===== src/hw/rtl/wspe_pkg.sv =====
// ----------------------------------------------------------------------------
// wspe_pkg: shared types and constants of the shortest path engine
// Sizes, request and status codes, cell control and record structs.
// ----------------------------------------------------------------------------
package wspe_pkg;

  localparam int VERTEX_SLOTS = 64;
  localparam int MAX_EDGES    = 256;
  localparam int VIDX_W       = 6;
  localparam int VCNT_W       = 7;
  localparam int EADDR_W      = 8;
  localparam int ECNT_W       = 9;
  localparam int DIST_W       = 32;
  localparam int EDGE_W       = 62;

  localparam logic [DIST_W-1:0] DIST_MAX = '1;

  // request codes
  localparam logic [1:0] REQ_CLEAR = 2'd0;
  localparam logic [1:0] REQ_ADD   = 2'd1;
  localparam logic [1:0] REQ_RUN   = 2'd2;
  localparam logic [1:0] REQ_SPARE = 2'd3;

  // status codes
  localparam logic [1:0] ST_OK        = 2'd0;
  localparam logic [1:0] ST_BAD_START = 2'd1;
  localparam logic [1:0] ST_FULL      = 2'd2;
  localparam logic [1:0] ST_BAD_END   = 2'd3;

  // configuration register indexes
  localparam logic [1:0] CFG_VERTEX_COUNT = 2'd0;
  localparam logic [1:0] CFG_FARE_WEIGHT  = 2'd1;
  localparam logic [1:0] CFG_BIKE_ALLOWED = 2'd2;

  typedef struct packed {
    logic [VIDX_W-1:0] from_v;
    logic [VIDX_W-1:0] to_v;
    logic              transfer;
    logic [15:0]       time_v;
    logic [16:0]       bike;
    logic [15:0]       fare;
  } edge_rec_t;

  // minimum search token, handed from cell to cell
  typedef struct packed {
    logic              valid;
    logic              found;
    logic [DIST_W-1:0] plen;
    logic [VIDX_W-1:0] idx;
  } token_t;

  // broadcast control to all cells
  typedef struct packed {
    logic              init;
    logic [VIDX_W-1:0] start;
    logic              settle_v;
    logic [VIDX_W-1:0] settle_idx;
    logic              relax_v;
    logic [VIDX_W-1:0] relax_to;
    logic [VIDX_W-1:0] relax_from;
    logic [DIST_W-1:0] relax_cand;
  } cell_ctl_t;

  typedef struct packed {
    logic [DIST_W-1:0] plen;
    logic              reached;
    logic              pv;
    logic [VIDX_W-1:0] prev;
  } cell_rec_t;

endpackage


===== src/hw/rtl/wspe_cell.sv =====
// ----------------------------------------------------------------------------
// wspe_cell: one vertex cell
// Holds distance, predecessor and settled flag of one vertex, relaxes on
// the broadcast bus and passes the minimum search token to its neighbor.
// ----------------------------------------------------------------------------
module wspe_cell (
  input  logic                       clk,
  input  logic                       rst,
  input  logic [wspe_pkg::VIDX_W-1:0] idx,
  input  logic                       active,
  input  wspe_pkg::cell_ctl_t        ctl,
  input  wspe_pkg::token_t           tok_in,
  output wspe_pkg::token_t           tok_out,
  output wspe_pkg::cell_rec_t        rec
);
  import wspe_pkg::*;

  logic settled;
  logic take;
  logic relax_hit;

  assign take = active && rec.reached && !settled &&
                (!tok_in.found || rec.plen < tok_in.plen);
  assign relax_hit = ctl.relax_v && ctl.relax_to == idx &&
                     (!rec.reached || ctl.relax_cand < rec.plen);

  // advance the search token
  always_ff @(posedge clk) begin
    if (rst) begin
      tok_out.valid <= 1'b0;
    end else begin
      tok_out.valid <= tok_in.valid;
    end
    if (take) begin
      tok_out.found <= 1'b1;
      tok_out.plen  <= rec.plen;
      tok_out.idx   <= idx;
    end else begin
      tok_out.found <= tok_in.found;
      tok_out.plen  <= tok_in.plen;
      tok_out.idx   <= tok_in.idx;
    end
  end

  // init, settle and relax the vertex record
  always_ff @(posedge clk) begin
    if (ctl.init) begin
      rec.plen    <= (idx == ctl.start) ? '0 : DIST_MAX;
      rec.reached <= (idx == ctl.start);
      rec.pv      <= 1'b0;
      rec.prev    <= '0;
      settled     <= 1'b0;
    end else begin
      if (ctl.settle_v && ctl.settle_idx == idx) begin
        settled <= 1'b1;
      end
      if (relax_hit) begin
        rec.plen    <= ctl.relax_cand;
        rec.reached <= 1'b1;
        rec.pv      <= 1'b1;
        rec.prev    <= ctl.relax_from;
      end
    end
  end

endmodule


===== config.mk =====
export PLATFORM = sky130hd
export DESIGN_NAME = wspe_cell
export DESIGN_NICKNAME = d
export VERILOG_FILES = /design/src/hw/rtl/wspe_pkg.sv /design/src/hw/rtl/wspe_cell.sv
export SDC_FILE = /design/constraint.sdc
export NUM_CORES = 1
export LEC_CHECK = 0
export BUFFER_PORTS_ARGS = -buffer_cell sky130_fd_sc_hd__buf_2
export CORE_MARGIN = 4
export CORE_UTILIZATION = 44
export CTS_CLUSTER_SIZE = 16
export DETAILED_ROUTE_END_ITERATION = 8
export PLACE_DENSITY = 0.73
export SYNTH_ARGS = -nofsm -noshare
export SYNTH_HDL_FRONTEND = slang
export SYNTH_SLANG_ARGS = --single-unit

===== constraint.sdc =====
create_clock -name clk -period 3.2 [get_ports clk]
set_clock_uncertainty 0.1 [all_clocks]
set_input_delay 0.16 -clock clk [delete_from_list [all_inputs] [get_ports clk]]
set_output_delay 0.16 -clock clk [all_outputs]
set_load 0.01 [all_outputs]

==> flow_summary.toml <==
[outcome]
status = "finished clean"

[logic_synthesis]
synth_area_leaders = "edfxtp_1 17%, dfxtp_1 16%, ha_1 13%"
synthCells = 681
synth_seq_cells = 81
seq_area_frac_synth_pct = 33.2
synthTopCellsByCount = "72 x inv_1, 62 x ha_1, 49 x clkbuf_1, 49 x nand3_1, 48 x dfxtp_1"
synth-async-reset-ratio_pct = 0
ys.warnings.count = 0
synth_nets = 851
syn_area_mm2 = 0.00588
synth_top_area_share_pct = 16.8
synth_edf_count = 33
synthFlopType = "dfxtp_1"
yosys.area.top_type = "edfxtp_1"
syn_avg_cell_area_um2 = 8.64
ys_types = 50
synthMostInstantiatedCell = "inv_1"

[sta]
setup_viol = 0
period_minus_slack_ns = 3.10
period_share_pct = 96.8
max_slew_margin_pct = 23.6
worstMarginPinSlew_ns = 1.15
finalSetupTns_ns = 0
grt_setup_unrepaired = "false"
hold_viol = 0
fmax_ghz = 0.323
maxSlewViolCount = 0

[clocking]
clock-sinks = 81
cts_tree = "built"
cts_buffer_depth = 2
htreeDepth = 3
post_cts_buffers = 0
clk_latency_ns = 0.34
numCtsBuffers = 9
clk_pin_slew_ns = 0.06
clk_root_buffer_cell = "clkbuf_16"

[die]
pin_count = 188
die_area_mm2 = 0.0153
core_area_mm2 = 0.0129
start_util_pct = 45.7
rows = 41
die_width_um = 124
dieHeight_um = 124

[route]
antenna_left = 0
via_count = 6148
drtPass1Iterations = 5
wire_per_inst_um = 17.6
drc = 0
wl_um = 18700
initialDrtViolationCount = 506
drt-vias-per-instance = 5.77

[final_layout]
drive_gt1_share_pct = 27.3
finalNetCount = 1057
finalNonFillerCells = 1065
area_growth_pct = 30.4

[critical_path]
critPathLaunch = "ctl[31]"
reg2reg_slack_ns = 0.19
arrival_ns = 3.10
r2r_start = "rec[35]$_DFFE_PP_"
path_class = "input pin to flip-flop"
r2r_end = "rec[15]$_DFFE_PP_"
crit_fanout = 32
start_kind = "input pin"
crit_path_top_delay_cell = "or4_4"
crit_required_ns = 3.20
crit_path_cell_trace = "dlygate4sd3_1 -> buf_2 -> ha_1 -> nand2_1 -> or3_4 -> or4_4 -> o2111ai_2 -> buf_4 -> nor3_4 -> buf_12 -> a21o_1"
crit_family = "simple AND/OR/NAND/NOR gates"
rr_worst_depth = 10
cp_slowest_stage_delay_ns = 0.57
worstSetupPathDepth = 11
path_buf_inv = 4
cp-end-kind = "flip-flop"
crit_end = "rec[15]$_DFFE_PP_"

[power_and_ir_drop]
internal-power_w = 0.00214
p_sw_w = 0.00105
peakVddDrop_uv = 239
seqPwrFrac_pct = 39.1
p_clk_share_pct = 29.9
switching_share_pct = 32.9
leakagePower_nw = 3.69
power_frac_comb_pct = 31.0
power.density_mw_per_mm2 = 416

[placement]
place_congestion = 0.865
hpwl_um = 13500
place_inst = 1015
placement.io_buffers = 187

[flow_run]
max-cap-violations = 0

[worst_hold_path]
worstHoldPathType = "input pin to flip-flop"

[global_routing]
grt_max_degree = 104
antenna_found_initial = 0
grt_pass1_vias = 5677
globalRouteOverflowTotal = 0
grt_usage_pct = 24.2
grt_pass1_wl_um = 29200
-- routing by layer --
layer / wire, um / vias to the layer above / track usage (%)
met5: 0 / - / 0
met4: 376 / 0 / 8.51
met3: 1550 / 33 / 5.72
met2: 8750 / 281 / 38.5
met1: 8040 / 2834 / 32.2
li1: - / 3000 / -
-- sequential cells by signal, summed over array words and instances, names as in the netlist --
signal / count
settled: 1
tok_out: 40
rec: 40
-- power groups by stage --
stage	clock network [W]	logic, W	registers (W)
after floorplan	0	0.000490	0.00132
final	0.000953	0.000988	0.00125
after global placement	0	0.000937	0.00127
after CTS	0.000971	0.000984	0.00125
after detailed placement	0	0.000948	0.00127
after global routing	0.00101	0.00110	0.00126
-- worst min-delay path by stage --
stage                    start                endpoint  slack [ns]  cells after the start
floorplan                  rst  tok_out[39]$_SDFF_PP0_        0.13                      1
global placement           rst  tok_out[39]$_SDFF_PP0_        0.21                      2
detailed placement         rst  tok_out[39]$_SDFF_PP0_        0.23                      2
CTS                 tok_in[24]     tok_out[24]$_DFF_P_       0.001                      3
global route           ctl[27]       rec[35]$_DFFE_PP_       0.008                      2
finish                 ctl[27]       rec[35]$_DFFE_PP_        0.01                      2
-- kinds of logic after synthesis --
logic type	share of synthesized area [%]
compound gates	25.4
simple gates	16.8
buf+inv	8.82
flops	33.2
fa+ha+maj	13.2
xor+xnor	2.68
-- through the flow --
step | area (um2) | worst slack [ns] | hold WS [ns] | total power [W] | util, %
floorplan | 5890 | 0.0747 | 0.132 | 0.00181 | -
global placement | 7080 | 0.160 | 0.214 | 0.00221 | 55.0
detailed placement | 7080 | 0.108 | 0.227 | 0.00222 | 55.0
CTS | 7660 | 0.0117 | 0.00116 | 0.00320 | 59.5
global route | 7670 | 0.0142 | 0.00794 | 0.00337 | 59.6
finish | 7670 | 0.101 | 0.00985 | 0.00319 | 59.6
-- worst reg2reg max path: stages, from the launching register on --
cell       delay, ns
edfxtp_1        0.34
inv_1           0.06
ha_1            0.31
nand4_1         0.11
or3_4           0.37
or4_4           0.57
o2111ai_2       0.23
buf_4           0.22
nor3_4          0.06
buf_12          0.17
a21o_1          0.22
-- repair_timing --
item,in CTS,in global routing
setup endpoints to repair,0,36
gates resized for setup,0,1
endpoints found under the hold margin,31,0
hold buffers,32,0
-- placed cells by master, fill, tap and decap left out, types with 3 or more instances in the layout --
master         Yosys  routed
inv_1             72      72
clkbuf_1          49       4
a31oi_1           31      31
a21o_1            35      35
ha_1              62      62
nand4_1           42      42
xnor2_1           10      10
nand3_1           49      49
and2_1             7       7
nor4_1             3       3
nand2_1           47      47
or3_1              6       6
edfxtp_1          33      33
clkbuf_16          0       9
buf_2              1     186
a221oi_1           9       9
o21ai_1            6       6
o2111ai_1         38      38
nor3b_1            8       8
buf_4              0      33
dlygate4sd3_1      0      32
xor2_1             8       8
dfxtp_1           48      48
a21oi_1           28      28
o31ai_1           32      31
o21ai_0            9       9
nor2_1            10       8
-- area by class of cell --
cell class / instances / area (um2)
Antenna cell: 2 / 5.00
Clock buffer: 14 / 254
Clock inverter: 1 / 5.00
Fill cell: 1123 / 5200
Inverter: 72 / 270
Multi-Input combinational cell: 471 / 3450
Sequential cell: 81 / 1950
Tap cell: 172 / 215
Timing Repair Buffer: 252 / 1520
Power figures use the tool's default switching activity.
