**src/hw/rtl/wspe_ram.sv**
```systemverilog
// ----------------------------------------------------------------------------
// wspe_ram: generic simple dual port RAM
// One write port, one read port with registered read data.
// ----------------------------------------------------------------------------
module wspe_ram #(
  parameter int WIDTH = 8,
  parameter int DEPTH = 16
) (
  input  logic                     clk,
  input  logic                     we,
  input  logic [$clog2(DEPTH)-1:0] waddr,
  input  logic [WIDTH-1:0]         wdata,
  input  logic [$clog2(DEPTH)-1:0] raddr,
  output logic [WIDTH-1:0]         rdata
);

  logic [WIDTH-1:0] mem [DEPTH];

  // write and registered read
  always_ff @(posedge clk) begin
    if (we) begin
      mem[waddr] <= wdata;
    end
    rdata <= mem[raddr];
  end

endmodule

```
**config.mk**
```make
export PLATFORM = sky130hd
export DESIGN_NAME = wspe_ram
export DESIGN_NICKNAME = d
export VERILOG_FILES = /design/src/hw/rtl/wspe_ram.sv
export SDC_FILE = /design/constraint.sdc
export NUM_CORES = 1
export LEC_CHECK = 0
export ABC_AREA = 0
export BUFFER_PORTS_ARGS = -buffer_cell sky130_fd_sc_hd__buf_2
export CAP_MARGIN = 20
export CELL_PAD_IN_SITES_DETAIL_PLACEMENT = 1
export CELL_PAD_IN_SITES_GLOBAL_PLACEMENT = 1
export CORE_MARGIN = 2
export CORE_UTILIZATION = 30
export DETAILED_ROUTE_END_ITERATION = 8
export GPL_ROUTABILITY_DRIVEN = 0
export PLACE_DENSITY = 0.54
export SLEW_MARGIN = 20
export SYNTH_ARGS = -nofsm -noshare
export SYNTH_HDL_FRONTEND = slang
export SYNTH_SLANG_ARGS = --single-unit
```
**constraint.sdc**
```tcl
create_clock -name clk -period 3.35 [get_ports clk]
set_clock_uncertainty 0.05 [all_clocks]
set_input_delay 0.335 -clock clk [delete_from_list [all_inputs] [get_ports clk]]
set_output_delay 0.335 -clock clk [all_outputs]
set_load 0.05 [all_outputs]
```
==> impl_metrics.ini, run 1 <==
[power]
powerDensity_mw_per_mm2 = 684.2
peakVddDrop_mv = 0.2948
p_leak_nw = 2.042

[clock_network]
cts.sink_count = 136
cts_made_buffers = 17
hold_buffers = 0
clock-root-buffer = clkbuf_16
postCtsSetupBuffers = 0
cts.reportedPaths.clkPinSlew_ps = 60
clock_path_buffers = 2
cts.repair.resized = 0
cts_tree = done
clk_latency_ps = 410
htree_levels = 4

[setup_path]
crit_fanout = 20
critPathBufInv = 2
slowest_delay_ps = 620
worstPathArrival_ps = 2180
cp_slowest_cell = mux4_1
end_kind = register
critPathKind = in -> reg
critPathRequiredTime_ps = 3590
startpoint_type = input pin
critPathTopFamily = buffers and inverters
crit_chain = buf_2 -> buf_4 -> mux4_1 -> a22oi_1 -> nand2_1

[placement]
io_buffers = 25
place_area_mm2 = 0.005507
placedCellCount = 470
dpl.hpwl_mm = 7.030

[timing]
max_freq_mhz = 515.9
final_hold_viol_count = 0
post-route-period-util = 0.5786
drv_slew = 0
slew_headroom = 0.3422
fin_crit_ps = 1938
worst_slew_pin_slew_ps = 983.1
setup_viol = 0
grt_setup_unrepaired = false
setup-tns-final_ps = 0

[final_layout]
antenna_cells = 0
final_area_mm2 = 0.006175
synthToLayoutAreaGrowth_pct = 19.96
layoutNonFillerInstCount = 502
drive_gt1_frac = 0.2837
nets = 287

[synthesis]
synth-simple-area-share = 0.03184
synth_xor_area_frac = 0
synth_area_mm2 = 0.005147
synth-compound-area-share = 0.02333
synthTopCellsByArea = edfxtp_1 75%, mux4_2 7.9%, mux4_1 7.1%
synth-seq-area-share = 0.7778
ys_ff_latch = 136
netlist.area_leader.share = 0.7467
synthMuxAreaShare = 0.1502
synthesis.nets = 247
synth_top_area_cell = edfxtp_1
synthAdderAreaFrac = 0
ys_types = 19
synth_top_family_by_area = multiplexers
synthCells = 229
yosysWarnings = 0
avgSynthCellArea_um2 = 22.48

[routing]
drtAntennaViolNets = 0
drtIter0Drc = 229
dr.pass1.iters = 4
drc_errors = 0
routed_wl_mm = 11.05
post_drt_wl_per_cell_um = 22.01
dr_total_vias = 2404
via_per_inst = 4.789

[die]
die_width_um = 135.0
rows = 47
die_h_um = 135.0
dieArea_mm2 = 0.01822
pin_count = 26
start_util = 0.3082
core_area_mm2 = 0.01670

[global_routing]
track_usage = 0.1333
grt_max_degree = 33
gr-total-overflow = 0
grt_pass1_vias = 2559
antenna_found_initial = 0
grt_pass1_wl_mm = 16.77

[hold_path]
hold_path_class = in -> reg

[outcome]
outcome = completed

[job]
drv_cap = 0
-- synthesized netlist by cell type, drive strengths merged --
| library cell | instances |
|---|---|
| nand3b | 2 |
| nor2b | 1 |
| and2 | 1 |
| mux4 | 32 |
| or3b | 1 |
| nor2 | 13 |
| dfxtp | 8 |
| nand2 | 9 |
| edfxtp | 128 |
| a22oi | 16 |
| buf | 7 |
| nand3 | 1 |
| clkdlybuf4s25 | 3 |
| nor3 | 4 |
| and2b | 1 |
| nand2b | 2 |
-- final cells by class --
class | count | area, um^2
Fill cell | 1648 | 10530
Sequential cell | 136 | 4004
Multi-Input combinational cell | 83 | 1057
Clock buffer | 19 | 442.9
Tap cell | 220 | 275.3
Clock inverter | 13 | 225.2
Timing Repair Buffer | 31 | 170.2
-- cells by family after synthesis --
kind of cell	Yosys count
flip-flops	136
AO/OA/AOI/OAI	16
AND/OR/NAND/NOR	35
multiplexers	32
buffers and inverters	10
-- sequential cells by signal (all words and copies together) (netlist names) --
name and flops:
rdata 8, mem 128
-- worst reg2reg max path, delay by kind of cell, from the launching register on --
kind               cells  cell delay (ps)
and+or+nand+nor        1               90
DFF                    1              370
muxes                  1              520
AOI/OAI and AO/OA      1              340
-- through the flow --
stage	setup slack (ps)	power [W]	hold slack (ps)	utilization
finish	1412	0.004225	266.3	0.3697
global placement	982.2	0.002157	600.2	0.3297
floorplan	1472	0.002082	383.9	-
global route	1267	0.004356	270.9	0.3697
detailed placement	977.3	0.002163	610.3	0.3297
CTS	1386	0.004256	251.5	0.3697
-- power breakdown --
group          total [W]  internal [W]  switching [W]
clock network    0.00210       0.00141       0.000691
logic           0.000210     0.0000698       0.000140
registers        0.00191       0.00190      0.0000101
-- path summary, 6_finish.rpt --
check	cells past startpoint	to	slack (ps)	from
worst min-delay path	1	mem[14][1]$_DFFE_PP_	270	wdata[1]
worst max-delay path	5	rdata[3]$_DFF_P_	1410	raddr[0]
worst min register to register	3	rdata[7]$_DFF_P_	620	mem[14][7]$_DFFE_PP_
worst max register to register	3	rdata[2]$_DFF_P_	1870	mem[1][2]$_DFFE_PP_
-- layer usage --
metal / share of wire / routed length [um] / GRT usage
met1: 0.45 / 5026 / 0.1815
met2: 0.49 / 5380 / 0.2047
met4: 0.019 / 206 / 0.05903
met5: 0 / 0 / 0
met3: 0.039 / 436 / 0.03153
-- placed cells by master (no fill, tap or decap), types with 3 or more instances in the layout --
cell type   netlist  final
a22oi_1          16     16
clkbuf_16         0     17
nor3_1            4      4
edfxtp_1        128    128
dfxtp_1           8      8
mux4_1           14     14
buf_2             3     25
nand2_1           9      9
bufinv_16         0      6
buf_4             1      6
nor2_1           13     13
clkinvlp_4        0      3
mux4_2           18     18
Note: power is estimated with default switching activity, not from simulation.
==> run 2, diff against run 1 <==
clock period = 1.8 ns   (was 3.35 ns; I/O delays follow)
==> run 2 against run 1 <==
Compared with the run above: register-to-register slack worse by 1500 ps; critical path type is now reg -> reg; via count is 0.83% higher; global-route usage is 0.052 points higher; critical path depth is 2 lower; highest routed layer unchanged; combinational power is 96% higher; count of clock-buffer cells in the layout is 1 higher; largest power group is now sequential cells; setup slack worse by 1000 ps; utilization is 0.090 points higher.
==> impl_metrics.ini, run 2 (synthesis results as in run 1) <==
[clock_network]
cts.repair.resized = 0
clk_latency_ps = 420
cts_made_buffers = 17
htree_levels = 4
cts.reportedPaths.clkPinSlew_ps = 60
clock_path_buffers = 2
clock-root-buffer = clkbuf_16
postCtsSetupBuffers = 0
cts.sink_count = 136
cts_tree = done
hold_buffers = 0

[routing]
dr.pass1.iters = 4
dr_total_vias = 2424
drc_errors = 0
post_drt_wl_per_cell_um = 21.77
via_per_inst = 4.689
routed_wl_mm = 11.26
drtAntennaViolNets = 0
drtIter0Drc = 121

[setup_path]
slowest_delay_ps = 510
cp_slowest_cell = mux4_1
end_kind = register
startpoint_type = register
critPathRequiredTime_ps = 2040
worstPathArrival_ps = 1650
critPathBufInv = 0
critPathKind = reg -> reg
crit_chain = mux4_1 -> a22oi_1 -> nand2_1
crit_fanout = 1
critPathTopFamily = multiplexers

[final_layout]
top_register = mem
final_cell_mix = 128 x edfxtp_1, 25 x buf_2, 19 x buf_4
reg_top3 = mem x128, rdata x8
synthToLayoutAreaGrowth_pct = 20.25
final_common_cell = edfxtp_1
largest_reg_flops = 128
drive_gt1_frac = 0.2963
layoutNonFillerInstCount = 517
nets = 302
antenna_cells = 0
final_util = 0.3706

[die]
start_util = 0.3082
rows = 47
pin_count = 26
die_h_um = 135.0
dieArea_mm2 = 0.01822
core_area_mm2 = 0.01670
die_width_um = 135.0

[timing]
final_hold_viol_count = 0
worst_slew_pin_slew_ps = 424.5
fin_crit_ps = 1410
post-route-period-util = 0.7833
max_freq_mhz = 709.2
grt_setup_unrepaired = false
drv_slew = 0
setup_viol = 0
setup-tns-final_ps = 0
slew_headroom = 0.7170

[global_routing]
met2_usage = 0.2070
use_met1 = 0.1773
antenna_found_initial = 0
grt_max_degree = 33
grt_pass1_vias = 2693
grt_pass1_wl_mm = 16.91
use_met3 = 0.03341
grt_busiest_layer = met2
gr-total-overflow = 0
track_usage = 0.1338

[power]
p_leak_nw = 2.077
peakVddDrop_mv = 0.5924
powerDensity_mw_per_mm2 = 1163

[job]
drv_cap = 0

[placement]
io_buffers = 25
placedCellCount = 485
dpl.hpwl_mm = 7.086

[hold_path]
hold_path_class = in -> reg

[outcome]
outcome = completed
==> run 2: path summary, 6_finish.rpt <==
kind                         endpoint  slack, ps  depth (start not counted)            startpoint
hold / removal    mem[7][1]$_DFFE_PP_        100                          1              wdata[1]
setup / recovery     rdata[2]$_DFF_P_        390                          3   mem[1][2]$_DFFE_PP_
setup reg to reg     rdata[2]$_DFF_P_        390                          3   mem[1][2]$_DFFE_PP_
hold reg to reg      rdata[1]$_DFF_P_        620                          3  mem[14][1]$_DFFE_PP_
==> run 2: final cells by class <==
cell class | count | area (um^2)
flip-flops and latches | 136 | 4004
fillers | 1627 | 10510
clock buffers | 20 | 436.7
multi-input cells | 83 | 1057
clock inverters | 12 | 108.9
well taps | 220 | 275.3
repair buffers | 46 | 307.8
==> run 2: per-stage QoR <==
stage / hold WS (ps) / cell area, um^2 / setup slack (ps) / total power (W)
6_report: 97.78 / 6190 / 390.0 / 0.007198
5_1_grt: 110.5 / 6190 / 314.0 / 0.007411
4_1_cts: 90.56 / 6190 / 354.2 / 0.007287
3_5_place_dp: 538.6 / 5644 / 105.4 / 0.004049
3_3_place_gp: 524.7 / 5644 / 123.9 / 0.004037
2_1_floorplan: 228.9 / 5147 / 77.13 / 0.003876
==> run 2: power by group <==
part	leakage [nW]	internal [W]	switching, W
Combinational	0.590	0.000146	0.000266
Sequential	1.22	0.00354	0.0000201
Clock	0.263	0.00200	0.00122
==> run 2: metal layers <==
metal | share of wire | routed length [um]
met2 | 0.48 | 5416
met5 | 0 | 0
met4 | 0.023 | 260
met3 | 0.034 | 387
met1 | 0.46 | 5191
